<file path="config.mk">
export PLATFORM = sky130hd
export DESIGN_NAME = dlns_queue
export DESIGN_NICKNAME = d
export VERILOG_FILES = /design/src/rtl/core/dlns_pkg.sv /design/src/rtl/core/dlns_queue.sv
export SDC_FILE = /design/constraint.sdc
export NUM_CORES = 1
export LEC_CHECK = 0
export BUFFER_PORTS_ARGS = -buffer_cell sky130_fd_sc_hd__buf_2
export CAP_MARGIN = 10
export CORE_MARGIN = 5
export CORE_UTILIZATION = 57
export CTS_BUF_LIST = sky130_fd_sc_hd__clkbuf_4 sky130_fd_sc_hd__clkbuf_8 sky130_fd_sc_hd__clkbuf_16
export DETAILED_ROUTE_END_ITERATION = 10
export GPL_TIMING_DRIVEN = 0
export PLACE_DENSITY = 0.9
export SETUP_SLACK_MARGIN = 0.05
export SLEW_MARGIN = 20
export SYNTH_ARGS = -nofsm -noshare
export SYNTH_HDL_FRONTEND = slang
export SYNTH_SLANG_ARGS = --single-unit
</file>
<file path="constraint.sdc">
create_clock -name clock -period 2.93 [get_ports clock]
set_input_delay 0.1465 -clock clock [delete_from_list [all_inputs] [get_ports clock]]
set_output_delay 0.1465 -clock clock [all_outputs]
set_load 0.01 [all_outputs]
</file>
<file path="src/rtl/core/dlns_pkg.sv">
// Shared constants, register codes and transaction types of the dual-layer scaler.
// Used by the front end, the queue, the back end and the top level.
`default_nettype none
package dlns_pkg;

   localparam int SCREEN_WIDTH   = 256;
   localparam int SCREEN_HEIGHT  = 192;
   localparam int MAX_OUTPUT_DIM = 4096;

   localparam int SCREEN_PIXELS = SCREEN_WIDTH * SCREEN_HEIGHT;
   localparam int STORE_DEPTH   = 2 * SCREEN_PIXELS;
   localparam int ADDR_W        = $clog2(STORE_DEPTH);
   // quotient bits of the scaling divide: enough for the larger screen side
   localparam int DIV_BITS      = $clog2((SCREEN_WIDTH > SCREEN_HEIGHT) ?
                                         SCREEN_WIDTH : SCREEN_HEIGHT);
   localparam int NUM_W         = 16 + DIV_BITS;
   localparam int DIM_W         = $clog2(MAX_OUTPUT_DIM + 1) + 1;

   localparam int QUEUE_DEPTH   = 4;
   localparam int QPTR_W        = $clog2(QUEUE_DEPTH);

   localparam logic [3:0] CSR_OUTPUT_WIDTH  = 4'd0;
   localparam logic [3:0] CSR_OUTPUT_HEIGHT = 4'd1;
   localparam logic [3:0] CSR_BACKGROUND    = 4'd2;
   localparam logic [3:0] CSR_SCREEN_ENABLE = 4'd3;
   localparam logic [3:0] CSR_TOP_ORIGIN    = 4'd4;
   localparam logic [3:0] CSR_TOP_SIZE      = 4'd5;
   localparam logic [3:0] CSR_BOTTOM_ORIGIN = 4'd6;
   localparam logic [3:0] CSR_BOTTOM_SIZE   = 4'd7;

   localparam logic MODE_WRITE = 1'b0;
   localparam logic MODE_READ  = 1'b1;

   typedef struct packed {
      logic [12:0] raster_width;
      logic [12:0] raster_height;
      logic [31:0] backdrop_color;
      logic [1:0]  screen_enable;
      logic [31:0] top_origin;
      logic [31:0] top_size;
      logic [31:0] bottom_origin;
      logic [31:0] bottom_size;
   } cfg_type;

   // one classified transaction between front and back
   typedef struct packed {
      logic              wr;
      logic [ADDR_W-1:0] waddr;
      logic [14:0]       pix;
      logic              in_rng;
      logic              hit;
      logic              bot;
      logic [15:0]       dx;
      logic [15:0]       dy;
   } entry_type;

endpackage
`default_nettype wire

</file>
<file path="src/rtl/core/dlns_queue.sv">
// Short transaction queue between front and back end.
// Depends on dlns_pkg.
`default_nettype none
module dlns_queue import dlns_pkg::*; (
   input  wire logic      clock,
   input  wire logic      reset,
   input  wire logic      push,
   input  wire entry_type push_entry,
   output logic           full,
   input  wire logic      pop,
   output logic           empty,
   output entry_type      head
);

   entry_type         slot_ff [QUEUE_DEPTH];
   logic [QPTR_W-1:0] wp_ff, rp_ff;
   logic [QPTR_W:0]   cnt_ff;

   assign full  = (cnt_ff == (QPTR_W+1)'(QUEUE_DEPTH));
   assign empty = (cnt_ff == '0);
   assign head  = slot_ff[rp_ff];

   always_ff @(posedge clock) begin
      if (reset) begin
         wp_ff  <= '0;
         rp_ff  <= '0;
         cnt_ff <= '0;
      end else begin
         if (push) begin
            wp_ff <= wp_ff + 1'b1;
         end
         if (pop) begin
            rp_ff <= rp_ff + 1'b1;
         end
         cnt_ff <= cnt_ff + (QPTR_W+1)'(push) - (QPTR_W+1)'(pop);
      end
      if (push) begin
         slot_ff[wp_ff] <= push_entry;
      end
   end

   a_no_overflow: assert property (@(posedge clock) disable iff (reset)
      !(push && full)) else $error("queue push while full");
   a_no_underflow: assert property (@(posedge clock) disable iff (reset)
      !(pop && empty)) else $error("queue pop while empty");
   a_count_bound: assert property (@(posedge clock) disable iff (reset)
      cnt_ff <= (QPTR_W+1)'(QUEUE_DEPTH)) else $error("queue count out of bounds");

endmodule
`default_nettype wire

</file>
After elaboration in Yosys (flattened, before gate mapping)

Memories as Yosys holds them, arrays and structs flattened. A register that Yosys moved wholly into a read port is not among the register bits.
Index checks and enable logic that the tools add are counted.

$add $sub $neg: 4
Eq/ne operators: 1
Mux-type cells: 4
Reductions and logical operators: 1

Operator list:

| kind                                         | count |
|---|---|
| adder 2 x 1 -> 2 bit (second input constant) | 2 |
| 2-to-1 mux 2 bit                             | 2 |
| adder 3 x 1 -> 3 bit                         | 1 |
| == test 3 bit (second input constant)        | 1 |
| logical NOT 3 bit                            | 1 |
| subtractor 3 x 1 -> 3 bit                    | 1 |
| 2-to-1 mux 1 bit                             | 2 |

Flip-flop bits (word level): 7
Memory bits (writable): 272
Input bits: 72
Output and inout port bits: 70
Word-level logic and storage cells: 14
Memories kept: 1

Memories:

| memory  | depth | bits a word | read ports | clocked after memory_dff | wr ports | line             | RTL |
|---|---|---|---|---|---|---|---|
| slot_ff | 4     | 68          | 1          | 1                        | 1        | dlns_queue.sv:15 | `entry_type slot_ff [QUEUE_DEPTH];` |

Depth between registers and ports, before layout

Depth after elaboration: 3
Mapped depth: 7
Gate-level depth less buffers: 7

Worst setup path before layout

OpenSTA, ideal clock, no wires.

Path kind: reg-to-reg
From: register wp_ff[0]
To: memory slot_ff[0][0] in the netlist's numbering (enable)
Library setup time: 0.433 ns
Arrival time: 2.137 ns
Data required time: 2.497 ns
Slack: 0.359 ns
Stages on the path, launching flop included: 4
Buffers on the path: 0
Clock period less this slack: 2.571 ns
Cell sequence: dfxtp_1 > inv_1 > ha_1 > and2_1

RTL lines:

| element                  | line             | RTL |
|---|---|---|
| start: declaration       | dlns_queue.sv:16 | `logic [QPTR_W-1:0] wp_ff, rp_ff;` |
| start signal: assignment | dlns_queue.sv:30 | `wp_ff <= wp_ff + 1'b1;` |
| end: declaration         | dlns_queue.sv:15 |  |

No word-level cell before the write port.

==> summary.txt <==
Layout
  – Final Util: 0.735
  – Area Growth Syn to Fin: 27.6%
  – Final nets: 724
  – Ant diodes: 0
  – Fraction of layout cells with a size suffix above 1: 0.417

GRT
  – Initial antenna violation count: 0
  – Gr ovfl total: 0
  – Number of global-route vias before repair: 5651
  – Largest net degree at the start of global routing: 44
  – GRT Total Usage: 0.201
  – First-pass GRT wire length: 31.5 mm

Worst hold path
  – HP Start: push_entry[4]
  – Hold Path Cell Cnt: 2
  – Hold Path End: slot_ff[1][4]
  – Hold crit path type: in -> reg

Synth
  – Yosys warnings: 0
  – Adder-Cell Fraction of Synth Area: 0.00925
  – Simple-Gate Fraction of Synth Area: 0.00731
  – Compound-Gate Fraction of Synth Area: 0.00146
  – Mean post-synth cell area: 25.8 µm²
  – Number of synthesized register bits: ~280
  – Synth top area share: 0.795
  – Mux share of post-synthesis cell area: 0.150
  – Synth cell types: 22
  – Largest family of logic cells by synthesized area: multiplexers
  – Synth top area cells: edfxtp_1 (79%), mux4_2 (15%), dfxtp_1 (1.8%)
  – Net count after synthesis: 477
  – Yosys top cell by area: edfxtp_1
  – Sequential cell area fraction in the yosys report: 0.812
  – Xor/xnor share of the synthesized area: 0.00402
  – Synth Instances: 398
  – Synthesized area: 10300 µm²

STA
  – Max Fclk: 435 MHz
  – Clock skew: about 0.015 ns
  – Final Cycle Share: 0.785
  – Hold Vio Cnt, Final: 0
  – RSZ-0062 raised after global routing: no
  – PnR worst setup slack: around 0.63 ns
  – Setup violations, final: 0
  – Post-layout minimum cycle time: between 2 and 2.5 ns
  – Slew Limit Fails: 0
  – Rel. slew slack: 0.577
  – Worst-Margin Slew: ~0.63 ns
  – Sum Neg Setup Slack: 0 ns

Clock network
  – CTS Buffer Depth: 3
  – TritonCTS Buffers: 28
  – CTS tree: yes
  – Clock tree sinks: 281
  – Clock-pin transition on the worst setup and hold timing paths: 0.06 ns
  – Worst-skew pair later-pin latency: 0.53 ns
  – Root buffer cell: clkbuf_16
  – H-tree depth: 1
  – Post-CTS sizing: 0

Floorplanning
  – Full die area: 20800 µm²
  – Initial core utilization: 0.576
  – Die height: 144 µm
  – CORE AREA: 17800 µm²
  – # rows: between 40 and 50
  – Ports: 142
  – Die X: 144 µm

Critical path
  – CP Class: reg -> out
  – RR Startpoint: cnt_ff[0]
  – R2R Path End: cnt_ff[2]
  – R2R depth: 7
  – Crit path capture type: output port
  – Worst-path maximum fanout: 10
  – Reg2Reg Setup Slack: 1.01 ns
  – Crit path required time: around 2.8 ns
  – Arrival time of the worst setup path: 2.15 ns
  – Worst Setup Start Kind: register

Placement
  – Number of port buffers: 141
  – GPL Wtd Cong: 0.715
  – DP HPWL: about 12 mm
  – Setup slack at placement: approximately 1.1 ns

Detailed routing
  – Post-DR wirelength/cell: 22.7 µm
  – Starting DRC count in detailed routing: 271
  – DR vias: 5027
  – Post-route ant nets: 0
  – DRT Pass-1 Iters: 4
  – Routed WL: 20.4 mm
  – Residual DRC: 0
  – Vias per cell: 5.61

Power and ir drop
  – Max VDD drop: 0.607 mV
  – Pwr dens: 720 nW/µm²
  – Leak: roughly 4.6 nW

Run status
  – Status: finished, final reports clean

Run
  – Max-cap violation count: 0
worst max-delay path by stage:
stage          startpoint              to  slack [ns]
6_report         register        head[48]        0.63
5_1_grt          register        head[48]        0.47
4_1_cts          register        head[48]        0.57
3_5_place_dp    cnt_ff[0]       cnt_ff[2]        1.08
3_3_place_gp     wp_ff[0]  slot_ff[2][50]       -0.72
2_1_floorplan    wp_ff[0]   slot_ff[0][0]        0.36
placed cells by master, fill, tap and decap left out:
master         count
clkbuf_1           4
nor3_1             1
buf_6              1
buf_16             4
bufinv_16          6
and3_1             1
clkbuf_4           5
mux4_2            68
buf_12             3
clkinv_2           5
xor3_1             1
inv_6              1
edfxtp_1         272
xnor2_1            2
clkbuf_16         28
nand3b_1           1
nor2b_1            2
mux2i_1            1
a21oi_1            1
nor2_1             5
dlygate4sd3_1     72
and2_4             4
clkinv_8           1
a21bo_2            1
fa_1               1
buf_2            145
dfxtp_1            9
clkinv_1           4
clkinvlp_4         2
ha_1               6
inv_1              6
buf_4              4
sequential cells by signal, summed over array words and instances (netlist names), named ones only:
name	count
wp_ff	2
cnt_ff	3
rp_ff	2
slot_ff	272
layer usage:
| metal | up-vias | share of wire | GRT usage |
|---|---|---|---|
| li1 | 2201 | - | - |
| met3 | 33 | 0.057 | 0.0337 |
| met4 | 0 | 0.016 | 0.0432 |
| met1 | 2610 | 0.38 | 0.254 |
| met2 | 183 | 0.54 | 0.368 |
| met5 | - | 0 | 0 |
cells in the mapped netlist:
| master | n |
|---|---|
| mux4_2 | 68 |
| nand3b_1 | 1 |
| nor2b_1 | 2 |
| a21bo_2 | 1 |
| a21oi_1 | 1 |
| buf_12 | 3 |
| and2_1 | 4 |
| edfxtp_1 | 272 |
| buf_2 | 4 |
| xor3_1 | 1 |
| xnor2_1 | 2 |
| inv_1 | 6 |
| ha_1 | 6 |
| mux2i_1 | 1 |
| nor2_1 | 5 |
| and3_1 | 1 |
| buf_4 | 4 |
| fa_1 | 1 |
| dfxtp_1 | 9 |
| clkbuf_1 | 4 |
| nor3_1 | 1 |
| buf_6 | 1 |
metrics by stage:
stage                     hold slack (ns)  total power [mW]  instances  instance area (µm²)
after global placement              0.356              5.60        768                11300
after detailed placement            0.362              5.67        772                11400
after CTS                           0.350              9.50        896                13100
after global routing                0.372              9.78        896                13100
final                               0.370              9.44        896                13100
after floorplan                     0.218              5.28        398                10300
timing repair:
item                                   CTS  global route
endpoints found under the hold margin  281             0
setup buffers                            0             0
hold buffers                            72             0
critical path, stage by stage (launching register included):
cell,delay [ns]
dfxtp_1,0.30
buf_2,0.16
buf_2,0.29
buf_2,0.34
mux4_2,0.38
buf_2,0.16
layout make-up:
type                       count  area (µm²)
sequential                   281        8350
fill                         959        4730
multi-input combinational     95        1780
timing repair buffer         217        1540
clock buffer                  33         738
tap                          229         287
clock inverter                19         260
buffer                        16         136
inverter                       6        22.5
logic make-up after synthesis:
group           count (synthesis)
flops                         281
buf+inv                        22
simple gates                   14
fa+ha+maj                       7
compound gates                  2
mux                            69
xor+xnor                        3
power by group:
part,internal [mW],switching (mW)
clock,2.34,1.44
combinational,0.497,0.490
sequential,4.62,0.0575
No activity file was read; power rests on OpenSTA's default activity.
