<file path="src/rtl/core/dlns_pkg.sv">
// Shared constants, register codes and transaction types of the dual-layer scaler.
// Used by the front end, the queue, the back end and the top level.
`default_nettype none
package dlns_pkg;

   localparam int SCREEN_WIDTH   = 256;
   localparam int SCREEN_HEIGHT  = 192;
   localparam int MAX_OUTPUT_DIM = 4096;

   localparam int SCREEN_PIXELS = SCREEN_WIDTH * SCREEN_HEIGHT;
   localparam int STORE_DEPTH   = 2 * SCREEN_PIXELS;
   localparam int ADDR_W        = $clog2(STORE_DEPTH);
   // quotient bits of the scaling divide: enough for the larger screen side
   localparam int DIV_BITS      = $clog2((SCREEN_WIDTH > SCREEN_HEIGHT) ?
                                         SCREEN_WIDTH : SCREEN_HEIGHT);
   localparam int NUM_W         = 16 + DIV_BITS;
   localparam int DIM_W         = $clog2(MAX_OUTPUT_DIM + 1) + 1;

   localparam int QUEUE_DEPTH   = 4;
   localparam int QPTR_W        = $clog2(QUEUE_DEPTH);

   localparam logic [3:0] CSR_OUTPUT_WIDTH  = 4'd0;
   localparam logic [3:0] CSR_OUTPUT_HEIGHT = 4'd1;
   localparam logic [3:0] CSR_BACKGROUND    = 4'd2;
   localparam logic [3:0] CSR_SCREEN_ENABLE = 4'd3;
   localparam logic [3:0] CSR_TOP_ORIGIN    = 4'd4;
   localparam logic [3:0] CSR_TOP_SIZE      = 4'd5;
   localparam logic [3:0] CSR_BOTTOM_ORIGIN = 4'd6;
   localparam logic [3:0] CSR_BOTTOM_SIZE   = 4'd7;

   localparam logic MODE_WRITE = 1'b0;
   localparam logic MODE_READ  = 1'b1;

   typedef struct packed {
      logic [12:0] raster_width;
      logic [12:0] raster_height;
      logic [31:0] backdrop_color;
      logic [1:0]  screen_enable;
      logic [31:0] top_origin;
      logic [31:0] top_size;
      logic [31:0] bottom_origin;
      logic [31:0] bottom_size;
   } cfg_type;

   // one classified transaction between front and back
   typedef struct packed {
      logic              wr;
      logic [ADDR_W-1:0] waddr;
      logic [14:0]       pix;
      logic              in_rng;
      logic              hit;
      logic              bot;
      logic [15:0]       dx;
      logic [15:0]       dy;
   } entry_type;

endpackage
`default_nettype wire

</file>
<file path="src/rtl/core/dlns_front.sv">
// Front end: accepts transactions, drops out-of-screen writes, tests range and rectangles.
// Depends on dlns_pkg.
`default_nettype none
module dlns_front import dlns_pkg::*; (
   input  wire logic        clock,
   input  wire logic        reset,
   input  wire cfg_type     cfg,
   input  wire logic        req_valid,
   output logic             req_stall,
   input  wire logic        req_mode,
   input  wire logic        req_screen_select,
   input  wire logic [15:0] req_source_index,
   input  wire logic [14:0] req_source_pixel,
   input  wire logic [11:0] req_out_x,
   input  wire logic [11:0] req_out_y,
   output logic             push,
   output entry_type        push_entry,
   input  wire logic        q_full
);

   logic      vld_ff, vld_in;
   entry_type ent_ff, ent_in;
   logic      accept;

   logic [DIM_W-1:0] eff_w, eff_h;
   logic             top_hit, bot_hit, keep;
   logic [17:0]      tdx, tdy, bdx, bdy;

   function automatic logic [17:0] offset(input logic [11:0] o, input logic [15:0] org);
      offset = {6'd0, o} - {{2{org[15]}}, org};
   endfunction

   function automatic logic covers(input logic [17:0] d, input logic [15:0] s);
      covers = !d[17] && (d < {2'b00, s});
   endfunction

   always_comb begin
      eff_w = (32'(cfg.raster_width) > MAX_OUTPUT_DIM) ? DIM_W'(MAX_OUTPUT_DIM)
                                                       : DIM_W'(cfg.raster_width);
      eff_h = (32'(cfg.raster_height) > MAX_OUTPUT_DIM) ? DIM_W'(MAX_OUTPUT_DIM)
                                                        : DIM_W'(cfg.raster_height);
      tdx = offset(req_out_x, cfg.top_origin[15:0]);
      tdy = offset(req_out_y, cfg.top_origin[31:16]);
      bdx = offset(req_out_x, cfg.bottom_origin[15:0]);
      bdy = offset(req_out_y, cfg.bottom_origin[31:16]);
      top_hit = cfg.screen_enable[0] && covers(tdx, cfg.top_size[15:0])
                && covers(tdy, cfg.top_size[31:16]);
      bot_hit = cfg.screen_enable[1] && covers(bdx, cfg.bottom_size[15:0])
                && covers(bdy, cfg.bottom_size[31:16]);

      ent_in.wr     = (req_mode == MODE_WRITE);
      ent_in.waddr  = (req_screen_select ? ADDR_W'(SCREEN_PIXELS) : ADDR_W'(0))
                      + ADDR_W'(req_source_index);
      ent_in.pix    = req_source_pixel;
      ent_in.in_rng = (DIM_W'(req_out_x) < eff_w) && (DIM_W'(req_out_y) < eff_h);
      ent_in.hit    = top_hit || bot_hit;
      ent_in.bot    = bot_hit;
      ent_in.dx     = bot_hit ? bdx[15:0] : tdx[15:0];
      ent_in.dy     = bot_hit ? bdy[15:0] : tdy[15:0];
      // drop writes past the end of a screen
      keep = (req_mode == MODE_READ) || (32'(req_source_index) < SCREEN_PIXELS);
   end

   assign req_stall  = vld_ff && q_full;
   assign accept     = req_valid && !req_stall;
   assign push       = vld_ff && !q_full;
   assign push_entry = ent_ff;

   always_comb begin
      vld_in = vld_ff;
      if (push) begin
         vld_in = 1'b0;
      end
      if (accept) begin
         vld_in = keep;
      end
   end

   always_ff @(posedge clock) begin
      if (reset) begin
         vld_ff <= 1'b0;
      end else begin
         vld_ff <= vld_in;
      end
      if (accept) begin
         ent_ff <= ent_in;
      end
   end

endmodule
`default_nettype wire

</file>
<file path="config.mk">
export PLATFORM = sky130hd
export DESIGN_NAME = dlns_front
export DESIGN_NICKNAME = d
export VERILOG_FILES = /design/src/rtl/core/dlns_pkg.sv /design/src/rtl/core/dlns_front.sv
export SDC_FILE = /design/constraint.sdc
export NUM_CORES = 1
export LEC_CHECK = 0
export ABC_AREA = 1
export BUFFER_PORTS_ARGS = -buffer_cell sky130_fd_sc_hd__buf_2
export CORE_MARGIN = 4
export CORE_UTILIZATION = 45
export CTS_BUF_LIST = sky130_fd_sc_hd__clkbuf_4 sky130_fd_sc_hd__clkbuf_8
export DETAILED_ROUTE_END_ITERATION = 10
export HOLD_SLACK_MARGIN = 0.12
export PLACE_DENSITY = 0.76
export SETUP_SLACK_MARGIN = 0.5
export SYNTH_ARGS = -nofsm -noshare
export SYNTH_HDL_FRONTEND = slang
export SYNTH_SLANG_ARGS = --single-unit
</file>
<file path="constraint.sdc">
create_clock -name clock -period 4.79 [get_ports clock]
set_input_delay 0.958 -clock clock [delete_from_list [all_inputs] [get_ports clock]]
set_output_delay 0.958 -clock clock [all_outputs]
set_load 0.01 [all_outputs]
</file>
---- After elaboration in Yosys (flattened, before gate mapping) ----
Cells that the tools add are included.
cells by class
  multiplexer cells ....................... 7
  bitwise gates (word level) .............. 1
  reduce and logical (&&, ||, !) cells .... 21
  $add $sub $neg .......................... 5
  order comparisons ....................... 9
operators by type and width
  operator                                            count
  less-than comparator 18 x 16 -> 1 bit               4
  subtractor 13 x 16 -> 17 bit                        4
  two-way mux 16 bit                                  3
  > comparator 13 bit, second input constant          2
  less-than comparator 12 x 13 -> 1 bit               2
  two-way mux 13 bit                                  2
  adder 16 x 16 -> 17 bit                             1
  less-than comparator 16 bit, second input constant  1
  logical AND 1 bit                                   12
  logical NOT 1 bit                                   6
  logical OR 1 bit                                    2
  two-way mux 1 bit                                   2
  nonzero test 2 bit                                  1
  inverter 1 bit                                      1
storage, ports and cells
  word-level logic and storage cells ...... 52
  flip-flop bits (word level) ............. 69
  bits of input ports ..................... 249
  output and inout bits ................... 70

---- Longest topological paths before layout ----
  depth after elaboration ................. 6
  depth in mapped cells ................... 25
  gate-level depth less buffers ........... 24

---- Least setup slack after synthesis ----
OpenSTA, ideal clock, no wires.
  kind .................................... input to register
  from .................................... input port q_full
  to ...................................... register ent_ff, in the netlist push_entry[0], enable pin
  slack ................................... 344 ps
  data required time ...................... 4296 ps
  path buffers ............................ 0
  setup time .............................. 494 ps
  stages on the path ...................... 3
  arrival ................................. 3952 ps
  cells stage by stage .................... nand2_1 -> inv_1 -> nor2_1
between the ends
  word-level cells in the longest chain between the ends .. 3
RTL lines
  what                  line              text
  start, declared       dlns_front.sv:18  input wire logic q_full
  logical AND 1 bit     dlns_front.sv:64  assign req_stall = vld_ff && q_full;
  via req_stall         dlns_front.sv:9   output logic req_stall,
  logical NOT 1 bit     dlns_front.sv:65  assign accept = req_valid && !req_stall;
  logical AND 1 bit     dlns_front.sv:65
  via accept            dlns_front.sv:23  logic accept;
  end signal, assigned  dlns_front.sv:86  ent_ff <= ent_in;
  end, declared         dlns_front.sv:22  entry_type ent_ff, ent_in;
The timed path passes the listed nets, and every way through them passes these cells.
A chain may end at the register's enable or synchronous reset.

==> results.md <==
* Setup Fix Bufs, Post-CTS at 0
* Mean Syn Cell Area at 7.21 um2
* Initial cell density of the core at 45.8%
* Skew final at 0.0130 ns
* Die height at 140 um
* Synth-to-layout area growth at 23.7%
* FP Rows at 48
* R2R Path End: push_entry[41]
* Total GRT Usage at 22.9%
* CTS tree: yes
* Most frequent cell after synthesis: nand2_1
* Top cells by area, synth: edfxtp_1 (26%), ha_1 (21%), nand2_1 (15%)
* Fin crit period at 3.94 ns
* Core occupancy in the finished layout at 56.6%
* DRC at 0
* Worst min path class: reg -> reg
* Total CTS buffers at 9
* Post-synth EDFFs at 68
* Final setup fails at 0
* Reg clk slew, reported paths at 0.07 ns
* Routed len/inst at 14.5 um
* Htree depth at 3
* Finished Layout Cells at 1607
* CTS Buffer Depth at 2
* Clock latency on the worst-skew pair at 0.35 ns
* Max-cap viol count at 0
* Antenna cells at 0
* Cell Pwr Density at 229 nW/um2
* Antenna viol nets, final at 0
* Leakage at 5.59 nW
* Least-Margin Pin Slew at 0.833 ns
* Syn. warnings at 0
* Reg-to-reg startpoint: vld_ff
* CTS sink cnt at 69
* Cell count of the worst reg-to-reg path at 4
* Final-stage net count at 1762
* Chip width at 140 um
* Max Slew Vio Count at 0
* Yosys top cell area share at 26.0%
* Worst Setup Path Type: in -> reg
* PostCTS Resize Cnt at 0
* Ys async rst share at 0%
* Placed Instances at 1591
* DIE AREA at 19600 um2
* Synth cell count leaders: nand2_1 (309), inv_1 (205), ha_1 (131), a21oi_1 (73), edfxtp_1 (68)
* Outcome: complete, no violations
* Worst R2R Setup Slack at 2.74 ns
* First-pass iteration count of the detailed router at 7
* WL final at 23200 um
* Core region area at 17200 um2
* Fmax at 254 MHz
* CP startpoint kind: input pin
* Unrepaired setup endpoints after global routing: false
* Rel. slew slack at 44.3%
* Clock root cell: clkbuf_8
* Commonest register cell after synthesis: edfxtp_1
* Worst Path Arrival at 4.03 ns
* Final TNS setup at 0 ns
* WP data required at 4.88 ns
* Placed wire-length estimate at 20500 um
* Hold path depth at 2
* Syn Nets at 1475
* Max FO, Critical Path at 34
* Layout cells sized above 1 at 22.8%
* Final worst-path cycle share at 82.3%
* Area leader, netlist: edfxtp_1
* #FFs+latches synth at 69
* Hold Path End: vld_ff
* Vias in the first global route at 7690
* Top Ports at 319
* RePlAce Congestion at 0.937
* CTS Hold Buffers Added at 0
* First-pass GRT wire length at 36700 um
* Hold Crit Start: vld_ff
* Largest net degree at the start of global routing at 41
* Crit end category: flip-flop
* Fin. Hold Viols at 0
* Count of different cell masters after synthesis at 38
* Vias at 8103
* Sequential share of the synthesized area at 26.2%
* Peak VDD IR at 0.000190 V
* Final hold slack at 0.476 ns
* Mapped Area at 7860 um2
* Initial antenna violation count at 1
* Synth Instances at 1090
* Drt first-iter violations at 461
* Via density at 5.04
* # port buffers at 286
* Grt total ovfl at 0
power by group:
group | leakage [nW] | internal [mW] | total [mW] | switching (mW)
registers | 0.669 | 0.741 | 0.755 | 0.0142
clock network | 0.0903 | 0.237 | 0.468 | 0.232
logic | 4.83 | 0.396 | 1.00 | 0.604
total | 5.59 | 1.37 | 2.22 | 0.850
critical path, cell delays in order:
cell and delay, ns:
buf_2 0.09, inv_1 0.12, ha_1 0.16, inv_1 0.06, fa_1 0.39, nand3_1 0.09
nand3_1 0.13, nand2_1 0.09, nand2_1 0.09, nand2_1 0.07, nand2_1 0.07, xor2_1 0.23
ha_1 0.28, nand2_1 0.08, nor2_1 0.06, nand3_1 0.08, nand3_1 0.09, nand2_1 0.07
nand2_1 0.06, a21oi_1 0.24, nand4_4 0.11, buf_6 0.21, nand2_1 0.10, nand2_1 0.07
final cells by class:
cell class | count | area (um2)
Timing Repair Buffer | 290 | 1470
Sequential cell | 69 | 2060
Clock inverter | 7 | 66.3
Clock buffer | 9 | 124
Fill cell | 1684 | 7460
Tap cell | 225 | 282
Multi-Input combinational cell | 802 | 4950
Inverter | 205 | 769
cell families (layout without fill, tap and decap cells):
| logic type | Yosys count | count (layout) | share of synthesized area, % |
|---|---|---|---|
| adder cells (fa/ha/maj) | 136 | 136 | 22.1 |
| AO/OA/AOI/OAI | 121 | 121 | 8.49 |
| AND/OR/NAND/NOR | 504 | 504 | 27.7 |
| XOR/XNOR | 41 | 41 | 4.57 |
| buffers and inverters | 219 | 511 | 10.9 |
| flip-flops | 69 | 69 | 26.2 |
cells in the final DEF, fill, tap and decap left out, types with 4 or more instances in the layout:
cell type and count:
xor2_1 33, a21o_1 7, inv_1 205, buf_2 286
nand2_1 309, fa_1 5, clkbuf_8 9, nor2_1 60
nor3_1 17, ha_1 131, a21oi_1 73, o21a_1 5
nor4_1 6, nand4_1 42, edfxtp_1 68, nand3b_1 4
nand3_1 54, xnor2_1 8, nand3_2 4, o21ai_0 22
per-layer routing:
layer / wire (um) / track usage [%] / vias to the layer above
li1: - / - / 4172
met1: 10500 / 31.1 / 3603
met2: 10700 / 38.2 / 302
met3: 1770 / 3.89 / 24
met4: 307 / 5.41 / 2
met5: 13 / 0 / -
through the flow:
stage                     instance area [um2]  power, mW  setup slack [ns]
after detailed placement                 9530       1.77             0.415
final                                    9720       2.22             0.849
after global routing                     9720       2.42             0.551
after global placement                   9530       1.73             0.535
after floorplan                          7860       1.43              1.08
after CTS                                9720       2.24             0.786
worst max-delay path by stage:
stage / cells after the start / to / slack, ns / start
CTS: 24 / push_entry[21] / 0.79 / req_out_x[0]
detailed placement: 24 / push_entry[21] / 0.42 / req_out_x[0]
global route: 24 / push_entry[21] / 0.55 / req_out_x[0]
floorplan: 23 / push_entry[1] / 1.08 / req_out_x[0]
finish: 24 / push_entry[21] / 0.85 / req_out_x[0]
global placement: 23 / push_entry[33] / 0.54 / req_out_x[0]
flip-flops by register name, indices dropped and copies added, names as in the netlist:
name        count
push_entry     68
vld_ff          1
(Power assumes the default switching activity.)
